--- config.mk ---
export PLATFORM = sky130hd
export DESIGN_NAME = omf_record_deframer
export DESIGN_NICKNAME = d
export VERILOG_FILES = /design/src/rtl/omfd_pkg.sv /design/src/rtl/omf_record_deframer.sv
export VERILOG_INCLUDE_DIRS = /design/src /design/src/rtl
export SDC_FILE = /design/constraint.sdc
export NUM_CORES = 1
export LEC_CHECK = 0
export BUFFER_PORTS_ARGS = -buffer_cell sky130_fd_sc_hd__clkbuf_2
export CAP_MARGIN = 20
export CORE_MARGIN = 2
export CORE_UTILIZATION = 30
export DETAILED_ROUTE_END_ITERATION = 7
export HOLD_SLACK_MARGIN = 0.05
export PLACE_DENSITY = 0.52
export SETUP_SLACK_MARGIN = 0.4
export SLEW_MARGIN = 5
export SYNTH_ARGS = -nofsm -noshare
export SYNTH_HDL_FRONTEND = slang
export SYNTH_SLANG_ARGS = --single-unit
--- constraint.sdc ---
create_clock -name clock -period 6.27 [get_ports clock]
set_input_delay 0.3135 -clock clock [delete_from_list [all_inputs] [get_ports clock]]
set_output_delay 0.3135 -clock clock [all_outputs]
set_load 0.01 [all_outputs]
--- src/rtl/omf_record_deframer_macros.svh ---
// ----------------------------------------------------------------------------
// omf_record_deframer assertion macros
// Concurrent checks sampled on clock; the plain form is masked during reset.
// ----------------------------------------------------------------------------
`ifndef OMF_RECORD_DEFRAMER_MACROS_SVH
`define OMF_RECORD_DEFRAMER_MACROS_SVH

`ifndef NO_ASSERTIONS

// check prop at every clock edge outside reset
`define OMFD_ASSERT(lbl, prop, msg) \
   lbl: assert property (@(posedge clock) disable iff (reset) (prop)) else $error(msg);

// check prop at every clock edge, reset included
`define OMFD_ASSERT_ALWAYS(lbl, prop, msg) \
   lbl: assert property (@(posedge clock) (prop)) else $error(msg);

`else

`define OMFD_ASSERT(lbl, prop, msg)

`define OMFD_ASSERT_ALWAYS(lbl, prop, msg)

`endif

`endif

--- src/rtl/omfd_pkg.sv ---
// ----------------------------------------------------------------------------
// omfd_pkg
// Types and constants of the object record deframer.
// ----------------------------------------------------------------------------
package omfd_pkg;

   // width of the trailing byte counter (16 to 32)
   localparam int TRAIL_COUNT_WIDTH = 24;
   localparam int TRAIL_OUT_W       = 24;
   localparam logic [TRAIL_OUT_W-1:0] TRAIL_OUT_MAX = '1;

   // result queue
   localparam int RSP_DEPTH = 4;
   localparam int RSP_PTR_W = $clog2(RSP_DEPTH);
   localparam int RSP_CNT_W = $clog2(RSP_DEPTH + 1);

   localparam int RSP_DATA_W = 72;

   // record type codes
   localparam logic [7:0] TYPE_LIBRARY  = 8'hf0;
   localparam logic [7:0] TYPE_DATA     = 8'ha0;
   localparam logic [7:0] TYPE_MODEND_A = 8'h8a;
   localparam logic [7:0] TYPE_MODEND_B = 8'h8b;

   // result kinds
   localparam logic KIND_RECORD  = 1'b0;
   localparam logic KIND_SUMMARY = 1'b1;

   typedef enum logic [2:0] {
      PH_TYPE,
      PH_LEN_LO,
      PH_LEN_HI,
      PH_BODY,
      PH_DONE
   } phase_type;

   typedef struct packed {
      logic                   kind;
      logic [7:0]             rtype;
      logic [15:0]            rlength;
      logic                   bad;
      logic [15:0]            index;
      logic                   lib_seen;
      logic                   data_seen;
      logic [TRAIL_OUT_W-1:0] trail;
      logic                   trunc;
      logic                   last;
   } rsp_entry_type;

   function automatic logic [TRAIL_OUT_W-1:0] trail_clip(
      input logic [TRAIL_COUNT_WIDTH-1:0] cnt
   );
      logic [TRAIL_OUT_W-1:0] r;
      if (cnt > TRAIL_COUNT_WIDTH'(TRAIL_OUT_MAX)) begin
         r = TRAIL_OUT_MAX;
      end else begin
         r = TRAIL_OUT_W'(cnt);
      end
      return r;
   endfunction

endpackage

--- src/rtl/omf_record_deframer.sv ---
// ----------------------------------------------------------------------------
// omf_record_deframer: object file record splitter and checker
// Takes one byte per cycle while not stalled; its results pass through the registered result queue.
// A byte closing a record at end of file gives two results, record then summary, queued together.
// Input stalls while the four-entry result queue holds more than two results.
// Synchronous reset clears parser state and queue at once; no clearing pass.
// ----------------------------------------------------------------------------
`include "omf_record_deframer_macros.svh"

module omf_record_deframer
   import omfd_pkg::*;
(
   input  logic                  clock,
   input  logic                  reset,

   input  logic                  req_tvalid,
   output logic                  req_tready,
   input  logic [7:0]            req_tdata,   // [7:0] data_byte
   input  logic                  req_tlast,   // end_of_file

   output logic                  rsp_tvalid,
   input  logic                  rsp_tready,
   // [7:0] record_type, [23:8] record_length, [24] checksum_bad,
   // [40:25] record_index, [41] library_seen, [42] data_record_seen,
   // [66:43] trailing_bytes, [67] truncated, [71:68] zero
   output logic [RSP_DATA_W-1:0] rsp_tdata,
   output logic                  rsp_tuser,   // result_kind
   output logic                  rsp_tlast    // last_result
);

   phase_type                    phase_ff, phase_in;
   logic [7:0]                   type_ff, type_in;
   logic [15:0]                  length_ff, length_in;
   logic [15:0]                  remain_ff, remain_in;
   logic [7:0]                   sum_ff, sum_in;
   logic                         lib_ff, lib_in;
   logic                         data_ff, data_in;
   logic [15:0]                  rec_cnt_ff, rec_cnt_in;
   logic [TRAIL_COUNT_WIDTH-1:0] trail_ff, trail_in;

   logic                         rec_done;
   logic                         trunc;
   logic                         push;
   logic                         pop;
   logic [1:0]                   n_wr;
   logic                         restarted;
   logic                         in_done;

   rsp_entry_type                rec_entry;
   rsp_entry_type                sum_entry;
   rsp_entry_type                head;
   rsp_entry_type                queue_ff [RSP_DEPTH];
   logic [RSP_PTR_W-1:0]         wr_ptr_ff, wr_ptr_in;
   logic [RSP_PTR_W-1:0]         rd_ptr_ff, rd_ptr_in;
   logic [RSP_PTR_W-1:0]         wr_ptr_nxt;
   logic [RSP_CNT_W-1:0]         count_ff, count_in;

   assign req_tready = (count_ff <= RSP_CNT_W'(RSP_DEPTH - 2));
   assign push       = req_tvalid && req_tready;
   assign pop        = rsp_tvalid && rsp_tready;

   // Parser next state for the byte on the input
   always_comb begin
      phase_in   = phase_ff;
      type_in    = type_ff;
      length_in  = length_ff;
      remain_in  = remain_ff;
      sum_in     = sum_ff;
      lib_in     = lib_ff;
      data_in    = data_ff;
      rec_cnt_in = rec_cnt_ff;
      trail_in   = trail_ff;
      rec_done   = 1'b0;

      unique case (phase_ff)
         PH_TYPE: begin
            type_in  = req_tdata;
            sum_in   = req_tdata;
            if (req_tdata == TYPE_LIBRARY) begin
               lib_in = 1'b1;
            end
            phase_in = PH_LEN_LO;
         end
         PH_LEN_LO: begin
            length_in = {8'h00, req_tdata};
            sum_in    = sum_ff + req_tdata;
            phase_in  = PH_LEN_HI;
         end
         PH_LEN_HI: begin
            length_in = {req_tdata, length_ff[7:0]};
            sum_in    = sum_ff + req_tdata;
            remain_in = {req_tdata, length_ff[7:0]};
            if ({req_tdata, length_ff[7:0]} == 16'h0000) begin
               rec_done = 1'b1;
            end else begin
               phase_in = PH_BODY;
            end
         end
         PH_BODY: begin
            sum_in    = sum_ff + req_tdata;
            remain_in = remain_ff - 16'd1;
            if (remain_ff == 16'd1) begin
               rec_done = 1'b1;
            end
         end
         PH_DONE: begin
            if (trail_ff != '1) begin
               trail_in = trail_ff + TRAIL_COUNT_WIDTH'(1);
            end
         end
         default: begin
            phase_in = PH_TYPE;
         end
      endcase

      if (rec_done) begin
         if (type_in == TYPE_DATA) begin
            data_in = 1'b1;
         end
         if (rec_cnt_ff != 16'hffff) begin
            rec_cnt_in = rec_cnt_ff + 16'd1;
         end
         if (type_in == TYPE_MODEND_A || type_in == TYPE_MODEND_B) begin
            phase_in = PH_DONE;
         end else begin
            phase_in = PH_TYPE;
         end
      end

      trunc = (phase_in != PH_TYPE) && (phase_in != PH_DONE);
   end

   // Result entries for the byte on the input
   always_comb begin
      rec_entry.kind      = KIND_RECORD;
      rec_entry.rtype     = type_in;
      rec_entry.rlength   = length_in;
      rec_entry.bad       = !lib_in && (sum_in != 8'h00);
      rec_entry.index     = rec_cnt_ff;
      rec_entry.lib_seen  = lib_in;
      rec_entry.data_seen = data_in;
      rec_entry.trail     = '0;
      rec_entry.trunc     = 1'b0;
      rec_entry.last      = !req_tlast;

      sum_entry.kind      = KIND_SUMMARY;
      sum_entry.rtype     = 8'h00;
      sum_entry.rlength   = 16'h0000;
      sum_entry.bad       = 1'b0;
      sum_entry.index     = rec_cnt_in;
      sum_entry.lib_seen  = lib_in;
      sum_entry.data_seen = data_in;
      sum_entry.trail     = trail_clip(trail_in);
      sum_entry.trunc     = trunc;
      sum_entry.last      = 1'b1;
   end

   assign n_wr       = push ? (2'(rec_done) + 2'(req_tlast)) : 2'd0;
   assign wr_ptr_nxt = wr_ptr_ff + RSP_PTR_W'(1);
   assign wr_ptr_in  = wr_ptr_ff + RSP_PTR_W'(n_wr);
   assign rd_ptr_in  = pop ? (rd_ptr_ff + RSP_PTR_W'(1)) : rd_ptr_ff;
   assign count_in   = count_ff + RSP_CNT_W'(n_wr) - RSP_CNT_W'(pop);

   always_ff @(posedge clock) begin
      if (reset) begin
         phase_ff   <= PH_TYPE;
         lib_ff     <= 1'b0;
         data_ff    <= 1'b0;
         rec_cnt_ff <= '0;
         trail_ff   <= '0;
         wr_ptr_ff  <= '0;
         rd_ptr_ff  <= '0;
         count_ff   <= '0;
      end else begin
         wr_ptr_ff <= wr_ptr_in;
         rd_ptr_ff <= rd_ptr_in;
         count_ff  <= count_in;
         if (push) begin
            if (req_tlast) begin
               // end of file: start the next file from scratch
               phase_ff   <= PH_TYPE;
               lib_ff     <= 1'b0;
               data_ff    <= 1'b0;
               rec_cnt_ff <= '0;
               trail_ff   <= '0;
            end else begin
               phase_ff   <= phase_in;
               lib_ff     <= lib_in;
               data_ff    <= data_in;
               rec_cnt_ff <= rec_cnt_in;
               trail_ff   <= trail_in;
            end
         end
      end
   end

   always_ff @(posedge clock) begin
      if (push) begin
         type_ff   <= type_in;
         length_ff <= length_in;
         remain_ff <= remain_in;
         sum_ff    <= sum_in;
         if (rec_done) begin
            queue_ff[wr_ptr_ff] <= rec_entry;
            if (req_tlast) begin
               queue_ff[wr_ptr_nxt] <= sum_entry;
            end
         end else if (req_tlast) begin
            queue_ff[wr_ptr_ff] <= sum_entry;
         end
      end
   end

   assign head       = queue_ff[rd_ptr_ff];
   assign rsp_tvalid = (count_ff != '0);
   assign rsp_tuser  = head.kind;
   assign rsp_tlast  = head.last;
   assign rsp_tdata  = {4'h0, head.trunc, head.trail, head.data_seen, head.lib_seen,
                        head.index, head.bad, head.rlength, head.rtype};

   assign restarted = (phase_ff == PH_TYPE) && (rec_cnt_ff == '0) && (trail_ff == '0);
   assign in_done   = (phase_ff == PH_DONE);

   `OMFD_ASSERT_ALWAYS(a_queue_bound, reset || count_ff <= RSP_CNT_W'(RSP_DEPTH), "overflow")
   `OMFD_ASSERT(a_pair_together, (pop && !rsp_tlast) |-> count_ff >= RSP_CNT_W'(2), "lost summary")
   `OMFD_ASSERT(a_eof_restart, (push && req_tlast) |=> restarted, "no restart after end of file")
   `OMFD_ASSERT(a_done_sticks, (push && !req_tlast && in_done) |=> in_done, "left done phase")

endmodule
# ---- After elaboration in Yosys (flattened, before gate mapping)
# Memory sizes are Yosys's and may differ from the RTL's. A register that Yosys moved wholly into a read port is not among the register bits.
# Index checks and enable logic that the tools add are counted.
# W data, S select, Z words.
dict set report totals {
  in_bits 13
  elab_cells 93
  register_bits 100
  ramBits 280
  mem_count 1
  mem_bits_ro 0
  latch_bits 0
  output_inout_bits 76
}
# name words width read_ports rd_clocked_by_memory_dff write_ports line
set mem_list {}
lappend mem_list {queue_ff 4 70 1 1 2 omf_record_deframer.sv:52} ;# rsp_entry_type queue_ff [RSP_DEPTH];
dict set report op_classes {
  muxes 39
  div_mod_pow 0
  n_lt_le_gt_ge 2
  n_bitwise 1
  addsub 10
  n_eq_ne 12
  reduce_logical 16
  shifts 0
  mul 0
}
# op n
set op_table {}
lappend op_table {{$mux W24} 4}
lappend op_table {{$mux W70} 1}
lappend op_table {{$pmux W16 S2} 2}
lappend op_table {{$mux W16} 3}
lappend op_table {{$eq A8 B8 Y1 const B} 4}
lappend op_table {{$add A24 B1 Y24 const B} 1}
lappend op_table {{$gt A24 B24 Y1 const B} 1}
lappend op_table {{$ne A24 B24 Y1 const B} 1}
lappend op_table {{$mux W1} 18}
lappend op_table {{$add A16 B1 Y16 const B} 1}
lappend op_table {{$eq A16 B1 Y1 const B} 1}
lappend op_table {{$logic_not A16 Y1} 1}
lappend op_table {{$ne A16 B16 Y1 const B} 1}
lappend op_table {{$pmux W8 S2} 1}
lappend op_table {{$sub A16 B1 Y16 const B} 1}
lappend op_table {{$mux W3} 4}
lappend op_table {{$pmux W3 S4} 1}
lappend op_table {{$add A8 B8 Y8} 1}
lappend op_table {{$mux W8} 1}
lappend op_table {{$reduce_bool A8 Y1} 1}
lappend op_table {{$eq A3 B2 Y1 const B} 2}
lappend op_table {{$mux W2} 3}
lappend op_table {{$reduce_bool A3 Y1} 2}
lappend op_table {{$add A2 B1 Y2 const B} 2}
lappend op_table {{18 further kinds} 22}

# ---- Logic depth before layout (Yosys ltp)
# Gate-level depths: netlist of run 1.
dict set report depth {
  depth_word 9
  mapped_depth 16
  mapped_depth_nobuf 14
}

# ---- Worst setup path before layout of run 1
# Ideal clock, no wire load.
dict set report synth_timing {
  path_kind {register to register}
  startpoint {register remain_ff[7]}
  endpoint {memory queue_ff[1][10] in the netlist's numbering, enable pin}
  slack_ps 2208
  arrival_ps 3665
  synth_period_minus_slack_ps 4062
  setup_time_ps 397
  path_stages_with_launch 12
  required_time_ps 5873
  cell_sequence {edfxtp_1 > or4_4 > nor4_4 > nand3_4 > nand2_4 > ha_1 > clkbuf_1 > nand2_1 > nor3_1 > a21oi_1 > buf_2 > inv_1}
}
# element line
set synth_rtl {}
lappend synth_rtl {{start: declaration} omf_record_deframer.sv:34} ;# logic [15:0] remain_ff, remain_in;
lappend synth_rtl {{start signal: assignment} omf_record_deframer.sv:201} ;# remain_ff <= remain_in;
lappend synth_rtl {{end: declaration} omf_record_deframer.sv:52}

==> results of run 1 <==
[sequential cells by signal, summed over array words and instances, names as in the netlist, named ones only]
name	cells
count_ff	3
data_ff	1
length_ff	16
lib_ff	1
phase_ff	3
queue_ff	280
rd_ptr_ff	2
rec_cnt_ff	16
remain_ff	16
sum_ff	8
trail_ff	24
type_ff	8
wr_ptr_ff	2
[cell type report]
type,count,share of cell area
Multi-Input combinational cell,1158,0.372
Clock buffer,60,0.0566
Sequential cell,382,0.477
Timing Repair Buffer,120,0.0346
Clock inverter,16,0.00648
Inverter,34,0.00617
Tap cell,782,0.0473
[metrics by stage]
| step | setup slack (ps) | cell area [um2] | cells | total power [mW] | util |
|---|---|---|---|---|---|
| floorplan | 2210 | 18200 | 1713 | 4.40 | - |
| global placement | 1670 | 19300 | 2472 | 5.05 | 0.321 |
| detailed placement | 1570 | 19300 | 2474 | 5.09 | 0.321 |
| CTS | 1540 | 20600 | 2550 | 7.46 | 0.343 |
| global route | 1140 | 20700 | 2552 | 7.74 | 0.343 |
| finish | 1550 | 20700 | 2552 | 7.38 | 0.343 |
[where the power goes]
part           switching, mW  leakage, nW  internal (mW)
registers              0.247         3.27           3.03
clock network           1.02        0.643           1.35
logic                  0.973         2.84          0.763
[synth_stat cells (all sizes together) (18+ instances only)]
library cell | count | area [um2]
edfxtp | 220 | 6610
o21ai | 191 | 956
nor2 | 189 | 709
dfxtp | 162 | 3240
nand3 | 132 | 673
nand2 | 125 | 477
clkbuf | 103 | 387
a21oi | 101 | 513
mux4 | 70 | 1580
buf | 36 | 195
o31ai | 35 | 263
inv | 34 | 128
nor3 | 32 | 165
a31oi | 23 | 159
xnor2 | 20 | 175
a311oi | 18 | 158
[kinds of logic (layout without fill, tap and decap cells)]
logic type | after synthesis | in the layout | share of synthesized area
simple gates | 573 | 573 | 0.147
compound gates | 444 | 444 | 0.147
flops | 382 | 382 | 0.541
buf+inv | 173 | 230 | 0.0389
mux | 95 | 95 | 0.101
xor+xnor | 23 | 23 | 0.0111
fa+ha+maj | 19 | 19 | 0.0139
other cells | 1 | 4 | 0.000206
[path summary, 6_finish.rpt]
check / start / endpoint / slack (ps) / depth (start not counted)
setup / recovery: phase_ff[2] / queue_ff[0][20] / 1550 / 12
hold / removal: rsp_tready / flop / 230 / 4
setup reg to reg: phase_ff[2] / queue_ff[0][20] / 1550 / 12
hold reg to reg: queue_ff[0][69] / queue_ff[0][69] / 440 / 2
[per-layer routing]
| layer | wire length, um | part of all wire |
|---|---|---|
| met1 | 23800 | 0.45 |
| met2 | 24400 | 0.46 |
| met3 | 2980 | 0.057 |
| met4 | 1260 | 0.024 |
| met5 | 12 | 0.00023 |
[worst max-delay path, stage by stage (launching register included)]
cell and delay (ps):
dfxtp_1 530, nand3b_1 320, buf_4 260, nor4_1 490
nand3_4 280, nand2_4 220, inv_2 80, ha_1 260
inv_1 300, a31oi_4 260, a21oi_1 590, inv_2 480
buf_4 340
==> impl_metrics.json, run 1 <==
{
  "gp_congestion": 0.838,
  "synthToLayoutAreaGrowth_pct": 13.5,
  "dp_hpwl_um": 34000,
  "hold_ws_ps": 228,
  "ys_seq_area_frac": 0.541,
  "maxSlewViolCount": 0,
  "synth-edff-count": 220,
  "grt_pass1_wl_um": 80400,
  "fmax_mhz": 212,
  "layout_commonest_cell": "edfxtp_1",
  "regArea_um2": 9860,
  "worst_setup_path_start_kind": "flop",
  "grt_overflow": 0,
  "n_antenna_cell": 0,
  "relSlewSlack": 0.333,
  "yosys.cell_types.count": 73,
  "peakVddDrop_uv": 236,
  "use_met1": 0.225,
  "die_area_um2": 62700,
  "p_per_area_nw_per_um2": 357,
  "grt_max_degree": 54,
  "path_clk_slew_ps": 60,
  "numCtsBuffers": 41,
  "hold_path.class": "primary input to flop",
  "grt.met2_usage": 0.265,
  "synth_area_per_cell_um2": 10.7,
  "crit_type": "flop to flop",
  "ys_seq_elements": 382,
  "grt_pass1_vias": 13300,
  "worst_pin_slew_ps": 996,
  "antenna_found_initial": 1,
  "fp.dieW_um": 250,
  "multi_input_area_um2": 7690,
  "drt_iter0_drc": 1176,
  "synth_cells": 1710,
  "clock_path_buffers": 3,
  "cp_max_fo": 33,
  "die_h_um": 250,
  "firstDrtPassIters": 5,
  "antenna_left": 0,
  "holdBufCountCts": 0,
  "ys_warn_count": 0,
  "hold_viol": 0,
  "crit_path_end_kind": "flop",
  "io_pins": 89,
  "fin_crit_sh": 0.752,
  "avgViaCountPerCell": 5.37,
  "nNetsFinal": 1769,
  "maxCapViolCount": 0,
  "drc": 0,
  "grt_use_met3": 0.0310,
  "top_usage_layer": "met2",
  "n_fill_cell": 5998,
  "vias": 13700,
  "cts.sinks": 382,
  "wire_per_inst_um": 20.6,
  "start_util": 0.302,
  "synthesis.area_um2": 18200,
  "layout_common_cells": "220 x edfxtp_1, 189 x nor2_1, 182 x o21ai_0, 160 x dfxtp_1, 130 x nand3_1",
  "ys.flop_type": "edfxtp_1",
  "power_leakage_nw": 6.75,
  "status": "complete, no violations",
  "clock_skew_ps": 15.6,
  "layout_min_cycle_time_ps": 4720,
  "clk_latency_ps": 560,
  "row_count": 90,
  "postCtsSetupBuffers": 0,
  "drive_above_1_share": 0.166,
  "crit_arrival_ps": 5010,
  "grt_usage": 0.164,
  "cts_resized": 0,
  "setup_viol": 0,
  "cts-root-buf": "clkbuf_16",
  "htree_levels": 2,
  "totalWireLength_um": 52500,
  "synthArstFlopShare": 0,
  "cp.required_ps": 6570,
  "cts_tree": "built",
  "portBuffers": 84,
  "grt_setup_unrepaired": "false",
  "fin_setup_tns_ps": 0,
  "design.core.area_um2": 60200
}
Power figures use the tool's default switching activity.
==> run 2: changes to the inputs <==
==> constraint.sdc (replaced) <==
create_clock -name clock -period 4.6 [get_ports clock]
set_input_delay 0.23 -clock clock [delete_from_list [all_inputs] [get_ports clock]]
set_output_delay 0.23 -clock clock [all_outputs]
set_load 0.01 [all_outputs]
==> impl_metrics.json, run 2 (synthesized netlist as in run 1, its figures left out) <==
{
  "drc": 0,
  "drive_above_1_share": 0.174,
  "postCtsSetupBuffers": 0,
  "grt_pass1_vias": 13500,
  "die_area_um2": 62700,
  "avgViaCountPerCell": 5.42,
  "grt_pass1_wl_um": 81200,
  "grt_usage": 0.166,
  "cp.required_ps": 4800,
  "crit_path_end_kind": "flop",
  "placed_cells": 2492,
  "p_int_mw": 7.03,
  "antenna_found_initial": 0,
  "fmax_mhz": 256,
  "antenna_left": 0,
  "clock_path_buffers": 3,
  "die_h_um": 250,
  "cp_max_fo": 43,
  "fin_setup_tns_ps": 0,
  "cp_top_family": "simple AND/OR/NAND/NOR gates",
  "design.core.area_um2": 60200,
  "reg.largest.list": "queue_ff x280, trail_ff x24",
  "fin_crit_sh": 0.849,
  "gp_congestion": 0.847,
  "maxCapViolCount": 0,
  "layout_common_cells": "220 x edfxtp_1, 189 x nor2_1, 182 x o21ai_0, 160 x dfxtp_1, 130 x nand3_1",
  "crit_arrival_ps": 4110,
  "setup_viol": 0,
  "maxSlewViolCount": 0,
  "layout_commonest_cell": "edfxtp_1",
  "slowest_delay_ps": 600,
  "status": "complete, no violations",
  "hold_path.class": "primary input to flop",
  "crit_buf_inv": 4,
  "wire_per_inst_um": 20.7,
  "portBuffers": 84,
  "io_pins": 89,
  "cp_cell_sequence": "nor4_1, nand4_1, or3_1, nand2_4, inv_2, ha_1, inv_1, a31oi_4, a21oi_2, inv_2, buf_4",
  "critPathSlowestCell": "or3_1",
  "p_per_area_nw_per_um2": 484,
  "crit_type": "flop to flop",
  "numCtsBuffers": 42,
  "power_leakage_nw": 6.84,
  "pwr-share-comb": 0.242,
  "clkPwrFrac": 0.318,
  "grt_max_degree": 54,
  "finalNonFillerCells": 2568,
  "cts_tree": "built",
  "firstDrtPassIters": 7,
  "worst_pin_slew_ps": 1050,
  "drt_iter0_drc": 1186,
  "layout_min_cycle_time_ps": 3900,
  "relSlewSlack": 0.295,
  "clock_skew_ps": 29.5,
  "synthToLayoutAreaGrowth_pct": 14.2,
  "n_fill_cell": 6012,
  "cp_common_cell": "inv_2",
  "htree_levels": 2,
  "clk_latency_ps": 560,
  "start_util": 0.302,
  "fp.dieW_um": 250,
  "hold_viol": 0,
  "p_switching_mw": 3.05,
  "worst_setup_path_start_kind": "flop",
  "path_clk_slew_ps": 60,
  "nNetsFinal": 1786,
  "peakVddDrop_uv": 357,
  "grt_setup_unrepaired": "false",
  "vias": 13900,
  "switching_share": 0.303,
  "largest-register": "queue_ff",
  "row_count": 90,
  "cts.sinks": 382,
  "seqPwrFrac": 0.440,
  "cts-root-buf": "clkbuf_16",
  "largest_reg_flops": 280,
  "totalWireLength_um": 53000,
  "dp_hpwl_um": 34400,
  "grt_overflow": 0
}
[run 2: cell count changes in the layout (fill, tap and decap cells not counted), sizes merged]
cell    change
buf        +16
clkbuf      -2
clkinv      -1
diode       +1
inv         +2
[run 2: per-stage QoR]
stage	util	setup slack, ps	power, mW	hold slack (ps)	instance area, um2
5_1_grt	0.345	417	10.6	198	20800
2_1_floorplan	-	538	5.99	417	18200
4_1_cts	0.345	586	10.2	153	20800
6_report	0.345	697	10.1	177	20800
3_3_place_gp	0.324	713	6.91	429	19500
3_5_place_dp	0.324	600	6.97	442	19500
[run 2: worst register-to-register path, delay by kind of cell, from the launching register on]
| family | cells | cell delay [ps] |
|---|---|---|
| buf+inv | 4 | 770 |
| flops | 1 | 420 |
| compound gates | 2 | 670 |
| fa+ha+maj | 1 | 250 |
| simple gates | 4 | 1440 |
[run 2: timing repair]
item	in CTS	in global routing
endpoints found under the setup margin	0	58
gates resized for setup	0	3
hold buffers	0	0
[run 2: layer usage]
metal / track usage / wire length [um] / share of wire
met1: 0.231 / 24000 / 0.45
met2: 0.267 / 24700 / 0.47
met3: 0.0284 / 3170 / 0.060
met4: 0.0433 / 1210 / 0.023
met5: 0 / 0 / 0
[run 2: cell type report]
cell class              count  area, um2  area share
clock inverters            17        133     0.00637
multi-input cells        1158       7690       0.369
clock buffers              58       1160      0.0560
well taps                 782        978      0.0470
flip-flops and latches    382       9860       0.474
repair buffers            136        861      0.0414
diodes                      1       2.50    0.000120
inverters                  34        130     0.00625
[run 2: power by group through the flow]
stage | Clock, mW | Combinational [mW] | Sequential, mW
3_3_place_gp | 0 | 2.42 | 4.49
6_report | 3.21 | 2.44 | 4.43
3_5_place_dp | 0 | 2.47 | 4.51
4_1_cts | 3.28 | 2.47 | 4.44
2_1_floorplan | 0 | 1.66 | 4.34
5_1_grt | 3.43 | 2.66 | 4.50
[run 2: worst paths after layout]
| kind | startpoint | to | slack (ps) | cells past startpoint |
|---|---|---|---|---|
| min | req_tvalid | lib_ff | 180 | 5 |
| max | length_ff[1] | queue_ff[3][41] | 700 | 11 |
| max reg2reg | length_ff[1] | queue_ff[3][41] | 700 | 11 |
| min reg2reg | queue_ff[2][69] | queue_ff[2][69] | 450 | 2 |
==> run 3: changes to the inputs <==
==> constraint.sdc (replaced) <==
create_clock -name clock -period 3.6 [get_ports clock]
set_input_delay 0.18 -clock clock [delete_from_list [all_inputs] [get_ports clock]]
set_output_delay 0.18 -clock clock [all_outputs]
set_load 0.01 [all_outputs]
==> impl_metrics.json, run 3 (synthesized netlist as in run 1, its figures left out) <==
{
  "cp_max_fo": 36,
  "drive_above_1_share": 0.196,
  "crit_path_end_kind": "flop",
  "rrSetupSlack_ps": 520,
  "clk_latency_ps": 570,
  "maxCapViolCount": 0,
  "antenna_left": 0,
  "firstDrtPassIters": 5,
  "clock_path_buffers": 3,
  "io_pins": 89,
  "grt_overflow": 0,
  "cts_tree": "built",
  "p_switching_mw": 3.92,
  "start_util": 0.302,
  "layout_commonest_cell": "edfxtp_1",
  "clkPwrFrac": 0.326,
  "design.core.area_um2": 60200,
  "n_antenna_cell": 0,
  "worst_pin_slew_ps": 728,
  "cts-root-buf": "clkbuf_16",
  "p_per_area_nw_per_um2": 613,
  "setup_viol": 0,
  "grt_setup_unrepaired": "false",
  "largest_reg_flops": 280,
  "worst_setup_path_start_kind": "flop",
  "die_area_um2": 62700,
  "final_area_um2": 21300,
  "grt_pass1_vias": 13700,
  "fp.dieW_um": 250,
  "portBuffers": 84,
  "die_h_um": 250,
  "status": "complete, no violations",
  "htree_levels": 2,
  "gp_congestion": 0.827,
  "antenna_found_initial": 1,
  "grt_usage": 0.165,
  "switching_share": 0.300,
  "avgViaCountPerCell": 5.36,
  "maxSlewViolCount": 0,
  "vias": 13900,
  "crit_arrival_ps": 3390,
  "totalWireLength_um": 52300,
  "dp_hpwl_um": 33700,
  "fin_crit_sh": 0.856,
  "reg2reg_depth": 11,
  "seqPwrFrac": 0.434,
  "critPathCapture": "queue_ff[3][35]",
  "hold_path.class": "primary input to flop",
  "cts.sinks": 382,
  "fmax_mhz": 324,
  "crit_type": "flop to flop",
  "reg.largest.list": "queue_ff x280, trail_ff x24",
  "drt_iter0_drc": 1123,
  "worstReg2RegEnd": "queue_ff[3][35]",
  "relSlewSlack": 0.511,
  "fin_setup_tns_ps": 0,
  "drc": 0,
  "holdBufCountCts": 0,
  "grt_pass1_wl_um": 80700,
  "p_int_mw": 9.16,
  "synthToLayoutAreaGrowth_pct": 17.1,
  "pwr-share-comb": 0.240,
  "row_count": 90,
  "clock_skew_ps": 30.7,
  "largest-register": "queue_ff",
  "r2r-start": "length_ff[4]",
  "peakVddDrop_uv": 445,
  "power_leakage_nw": 7.03,
  "numCtsBuffers": 41,
  "critPathLaunch": "length_ff[4]",
  "nNetsFinal": 1814,
  "path_clk_slew_ps": 60,
  "layout_common_cells": "220 x edfxtp_1, 189 x nor2_1, 182 x o21ai_0, 160 x dfxtp_1, 130 x nand3_1",
  "layout_min_cycle_time_ps": 3080,
  "dpl_cell_area_um2": 19900,
  "grt_max_degree": 54,
  "hold_viol": 0,
  "wire_per_inst_um": 20.1,
  "cp.required_ps": 3910
}
==> run 3: cell count changes in the layout (fill, tap and decap cells not counted), moves of 2 or more <==
cell and change:
nor4_1 -3, nor4_2 +3, inv_2 -4, ha_1 -3, buf_4 +21, a21oi_4 +4, a21oi_1 -3, clkinvlp_4 +6
clkbuf_8 +4, buf_12 +7, ha_4 +2
==> run 3: repair_timing <==
action | 4_1_cts | 5_1_grt
buffers inserted | 0 | 4
gates cloned | 0 | 1
gates resized for setup | 1 | 8
pin swaps | 0 | 4
setup endpoints to repair | 4 | 263
==> run 3: final cells by class <==
class / count / area [um2]
Fill cell: 5972 / 38900
Timing Repair Buffer: 165 / 1180
Clock buffer: 60 / 1210
Clock inverter: 15 / 134
Multi-Input combinational cell: 1158 / 7830
Sequential cell: 382 / 9860
Tap cell: 782 / 978
Inverter: 34 / 148
==> run 3: through the flow <==
step	total power [mW]	instances	worst slack (ps)	hold WS, ps	utilization
3_5_place_dp	8.92	2515	397	435	0.330
6_report	13.1	2596	518	142	0.354
3_3_place_gp	8.85	2515	412	431	0.330
2_1_floorplan	7.68	1713	130	367	-
5_1_grt	13.7	2596	401	167	0.354
4_1_cts	13.2	2590	409	126	0.352
==> run 3: worst min path at each step <==
stage                          from         endpoint  slack, ps  cells after the start
CTS                    req_tdata[4]    remain_ff[12]        130                      4
finish                 req_tdata[4]    remain_ff[12]        140                      4
global placement    queue_ff[2][69]  queue_ff[2][69]        430                      2
global route           req_tdata[2]    remain_ff[10]        170                      4
floorplan              req_tdata[2]    remain_ff[10]        370                      2
detailed placement  queue_ff[0][69]  queue_ff[0][69]        440                      2
==> run 3: layer usage <==
metal | GRT usage | up-vias | part of all wire
met5 | 0 | - | 0
met4 | 0.0494 | 0 | 0.022
met3 | 0.0244 | 69 | 0.051
met2 | 0.270 | 407 | 0.47
met1 | 0.225 | 6890 | 0.45
li1 | - | 6553 | -
==> run 3: power groups by stage <==
stage	clock, mW	combinational (mW)	sequential (mW)
finish	4.26	3.14	5.68
global route	4.53	3.43	5.76
CTS	4.36	3.17	5.68
detailed placement	0	3.15	5.77
global placement	0	3.12	5.74
floorplan	0	2.14	5.54
==> run 3: worst max-delay path, stage by stage, from the launching register on <==
cell	delay, ps
edfxtp_1	420
nor4_2	300
nand4_1	240
or3_4	420
nand2_4	110
inv_4	70
ha_4	180
inv_4	110
a31oi_4	200
a21oi_4	350
clkinvlp_4	190
buf_12	220
